## src/rtl/hsik_pkg.sv

```systemverilog
`timescale 1ns / 1ps
// ----------------------------------------------------------------------------
// hsik_pkg
// Shared widths, command codes and sequencer states of the heap sort index
// unit.
// ----------------------------------------------------------------------------
package hsik_pkg;

    localparam int KEY_W         = 32;
    localparam int OUT_IDX_W     = 8;
    localparam int MAX_ITEMS_DEF = 256;

    // input command codes
    localparam logic CMD_LOAD = 1'b0;
    localparam logic CMD_READ = 1'b1;

    // sequencer states
    typedef enum logic [4:0] {
        ST_IDLE,
        ST_RD_CHECK,
        ST_RD_START,
        ST_RD_IDX,
        ST_RD_KEY,
        ST_OUT,
        ST_BUILD_NEXT,
        ST_EXT_NEXT,
        ST_X_RD0,
        ST_X_RDI,
        ST_X_WR0,
        ST_X_WRI,
        ST_SF_RD_AT,
        ST_SF_RD_MVK,
        ST_SF_CAP_MVK,
        ST_SF_LEVEL,
        ST_SF_LK,
        ST_SF_LCMP,
        ST_SF_RK,
        ST_SF_RCMP,
        ST_SF_DECIDE,
        ST_SF_WR2
    } sort_state_t;

endpackage

```

## src/rtl/hsik_cmp.sv

```systemverilog
`timescale 1ns / 1ps
// ----------------------------------------------------------------------------
// hsik_cmp
// Shared signed key comparator used by every sift step.
// ----------------------------------------------------------------------------
module hsik_cmp
    import hsik_pkg::*;
(
    input  logic signed [KEY_W-1:0] a,
    input  logic signed [KEY_W-1:0] b,
    output logic                    lt
);

    // strict signed less-than, ties keep the current pick
    assign lt = (a < b);

endmodule

```

## config.mk

```make
export PLATFORM = sky130hd
export DESIGN_NAME = hsik_cmp
export DESIGN_NICKNAME = d
export VERILOG_FILES = /design/src/rtl/hsik_pkg.sv /design/src/rtl/hsik_cmp.sv
export SDC_FILE = /design/constraint.sdc
export NUM_CORES = 1
export LEC_CHECK = 0
export BUFFER_PORTS_ARGS = -buffer_cell sky130_fd_sc_hd__buf_2
export CORE_MARGIN = 2
export CORE_UTILIZATION = 35
export DETAILED_ROUTE_END_ITERATION = 16
export PLACE_DENSITY = 0.74
export RECOVER_POWER = 100
export SKIP_LAST_GASP = 1
export SLEW_MARGIN = 5
export SYNTH_ARGS = -nofsm -noshare
export SYNTH_HDL_FRONTEND = slang
export SYNTH_SLANG_ARGS = --single-unit
```

## constraint.sdc

```tcl
create_clock -name vclk -period 1.9
set_clock_uncertainty 0.2 [all_clocks]
set_input_delay 0.19 -clock vclk [all_inputs]
set_output_delay 0.19 -clock vclk [all_outputs]
set_load 0.05 [all_outputs]
```

==> flow_summary_export.csv <==
group,metric,value,unit
logic_synthesis,synth_seq_area_share,0,
global_routing,antenna_found_initial,0,
placement,io_buffer_count,65,
drt,drt_drc_violations_left,0,
layout,filler_cell_count,215,
placement,place_congestion,0.744,
cts,cts.repair_timing.setup_buffer_count,0,
drt,post_drt_via_cell_ratio,4.71,
outcome,status,"finished, violations left",
drt,drt.antenna.violating_nets,0,
logic_synthesis,yosys_warnings,0,
timing,setup_slack_of_the_critical_path_after_layout,-0.306,ns
layout,layout_commonest_cell,"sky130_fd_sc_hd__buf_2",
layout,finish.instance_area,0.00133,mm^2
power_and_ir_drop,power.static_leakage,0.789,nW
placement,placement.cell_area,0.00131,mm^2
timing,rsz0062_at_grt,"yes",
power_and_ir_drop,clockPowerShare,0,
timing,max_slew.worst_pin.slew,0.233,ns
logic_synthesis,synth.avg_cell_area,7.31,um^2
timing,min_period_over_period,1.16,
flow_run,drv_cap,0,
drt,wire_per_inst,10.2,um
global_routing,grt_start_max_net_pins,5,
timing,setup_tns,-0.306,ns
layout,synthToLayoutAreaGrowth,68.8,%
timing,timing_hold_violations_final,0,
drt,wirelength,2.11,mm
global_routing,grt_first_pass_wirelength,3.57,mm
timing,finalCriticalPeriod,2.21,ns
power_and_ir_drop,p_int,154,uW
timing,timing.max_slew.rel_slack,0.845,
global_routing,grt_pass1_vias,969,
timing,setup_viol,1,
power_and_ir_drop,p_per_area,210,mW/mm^2
layout,layout_clock_buffers,0,
logic_synthesis,synthCells,108,
layout,n_sequential_cell,0,
power_and_ir_drop,finalPower,279,uW
outcome,failing_checks,"negative setup slack",
logic_synthesis,synth_cell_types,23,
power_and_ir_drop,power.switching,125,uW
layout,leading_cell_types_in_the_layout_fill_and_taps_excluded,"sky130_fd_sc_hd__buf_2, sky130_fd_sc_hd__inv_1, sky130_fd_sc_hd__ha_1, sky130_fd_sc_hd__a21oi_1, sky130_fd_sc_hd__ha_4",
critical_path,critPathMaxFanout,2,
die,floorplan.rows,17,
placement,dp.final_hpwl,2.01,mm
layout,layoutNonFillerInstCount,206,
power_and_ir_drop,vdd.ir_drop.worst,0.157,mV
drt,initialDrtViolationCount,6,
layout,num-nets-final,275,
die,initial_core_utilization,0.364,
die,die_width,51.5,um
timing,timing.fmax,0.453,GHz
critical_path,critPathRequiredTime,1.51,ns
layout,antenna_cells_inserted,0,
layout,drive_above_1_share,0.528,
die,io_pins,65,
timing,timing.final.max_slew_violations,0,
critical_path,critPathCaptureType,"output pin",
min_path,hold_path.class,"input port to output pin",
power_and_ir_drop,share_comb_of_total_power,1.000,
power_and_ir_drop,pwr-share-seq,0,
global_routing,grtUsageTotal,0.166,
die,die_area,0.00265,mm^2
critical_path,start_kind,"input port",
logic_synthesis,synth.net_count,203,
placement,dp.cells,206,
critical_path,setup.worst_path.class,"input port to output pin",
timing,fin_hold_ws,0.713,ns
die,die-height,51.5,um
drt,detail_route.first_pass.iterations,4,
global_routing,grt.overflow.total,0,
layout,combined_flip_flop_and_latch_cell_area,0,um^2
die,core_area,0.00217,mm^2
power_and_ir_drop,switching_share,0.449,
drt,routed-via-count,971,
logic_synthesis,synth.cell_area,790,um^2
critical_path,worst_ep_arrival_time,1.82,ns
==> layout make-up <==
cell class | count | area (um^2) | area share
Inverter | 31 | 124 | 0.0930
Timing Repair Buffer | 70 | 375 | 0.282
Multi-Input combinational cell | 77 | 798 | 0.599
Tap cell | 28 | 35.0 | 0.0263
==> path summary, 6_finish.rpt <==
| path | from | slack, ns | endpoint | cells after the start |
|---|---|---|---|---|
| worst max-delay path | b[14] | -0.31 | lt | 10 |
| worst min-delay path | a[30] | 0.71 | lt | 5 |
==> cell usage after synthesis, drive strengths merged <==
cell | count | share of area
a311oi | 1 | 0.019
and3 | 2 | 0.016
inv | 31 | 0.15
a211oi | 1 | 0.016
a21boi | 1 | 0.0095
o21ai | 4 | 0.025
nand3 | 6 | 0.038
a31oi | 2 | 0.016
or4b | 1 | 0.013
a22o | 1 | 0.011
a21oi | 8 | 0.051
ha | 31 | 0.49
nor3 | 1 | 0.0063
nor2 | 3 | 0.017
nand4 | 5 | 0.040
a211o | 1 | 0.011
mux2i | 1 | 0.013
o21bai | 1 | 0.0095
nand2 | 3 | 0.014
nand2b | 1 | 0.0079
a21o | 3 | 0.029
==> routing by layer <==
layer	up-vias	track usage	share of wire
li1	518	-	-
met1	422	0.177	0.38
met2	31	0.355	0.56
met3	0	0.0115	0.061
met4	0	0.0175	0
met5	-	0	0
==> power groups by stage <==
stage                     logic [mW]  clock network (mW)  registers (mW)
after floorplan                0.158                   0               0
after global placement         0.259                   0               0
after detailed placement       0.274                   0               0
after CTS                      0.284                   0               0
final                          0.279                   0               0
after global routing           0.316                   0               0
==> metrics by stage <==
stage          setup slack [ns]   util
6_report                 -0.306  0.614
5_1_grt                  -0.376  0.614
4_1_cts                  -0.308  0.614
3_5_place_dp             -0.423  0.605
3_3_place_gp             -0.403  0.605
2_1_floorplan            -0.193      -
==> worst max-delay path, stage by stage <==
cell,delay (ns)
sky130_fd_sc_hd__buf_2,0.07
sky130_fd_sc_hd__inv_1,0.04
sky130_fd_sc_hd__ha_1,0.29
sky130_fd_sc_hd__nand4_1,0.13
sky130_fd_sc_hd__nor2_2,0.06
sky130_fd_sc_hd__a211o_1,0.29
sky130_fd_sc_hd__a311oi_2,0.27
sky130_fd_sc_hd__o21ai_2,0.12
sky130_fd_sc_hd__mux2i_4,0.19
sky130_fd_sc_hd__buf_6,0.15
==> kinds of logic after synthesis <==
group,synth area share
adders and majority gates,0.491
buffers and inverters,0.147
AOI/OAI and AO/OA,0.197
and+or+nand+nor,0.152
muxes,0.0127
==> what timing repair did <==
| item | CTS | global route |
|---|---|---|
| hold buffers | 0 | 0 |
| endpoints found under the setup margin | 1 | 1 |
| resized for setup | 6 | 0 |
| pin swaps | 10 | 3 |
(Power assumes the default switching activity.)
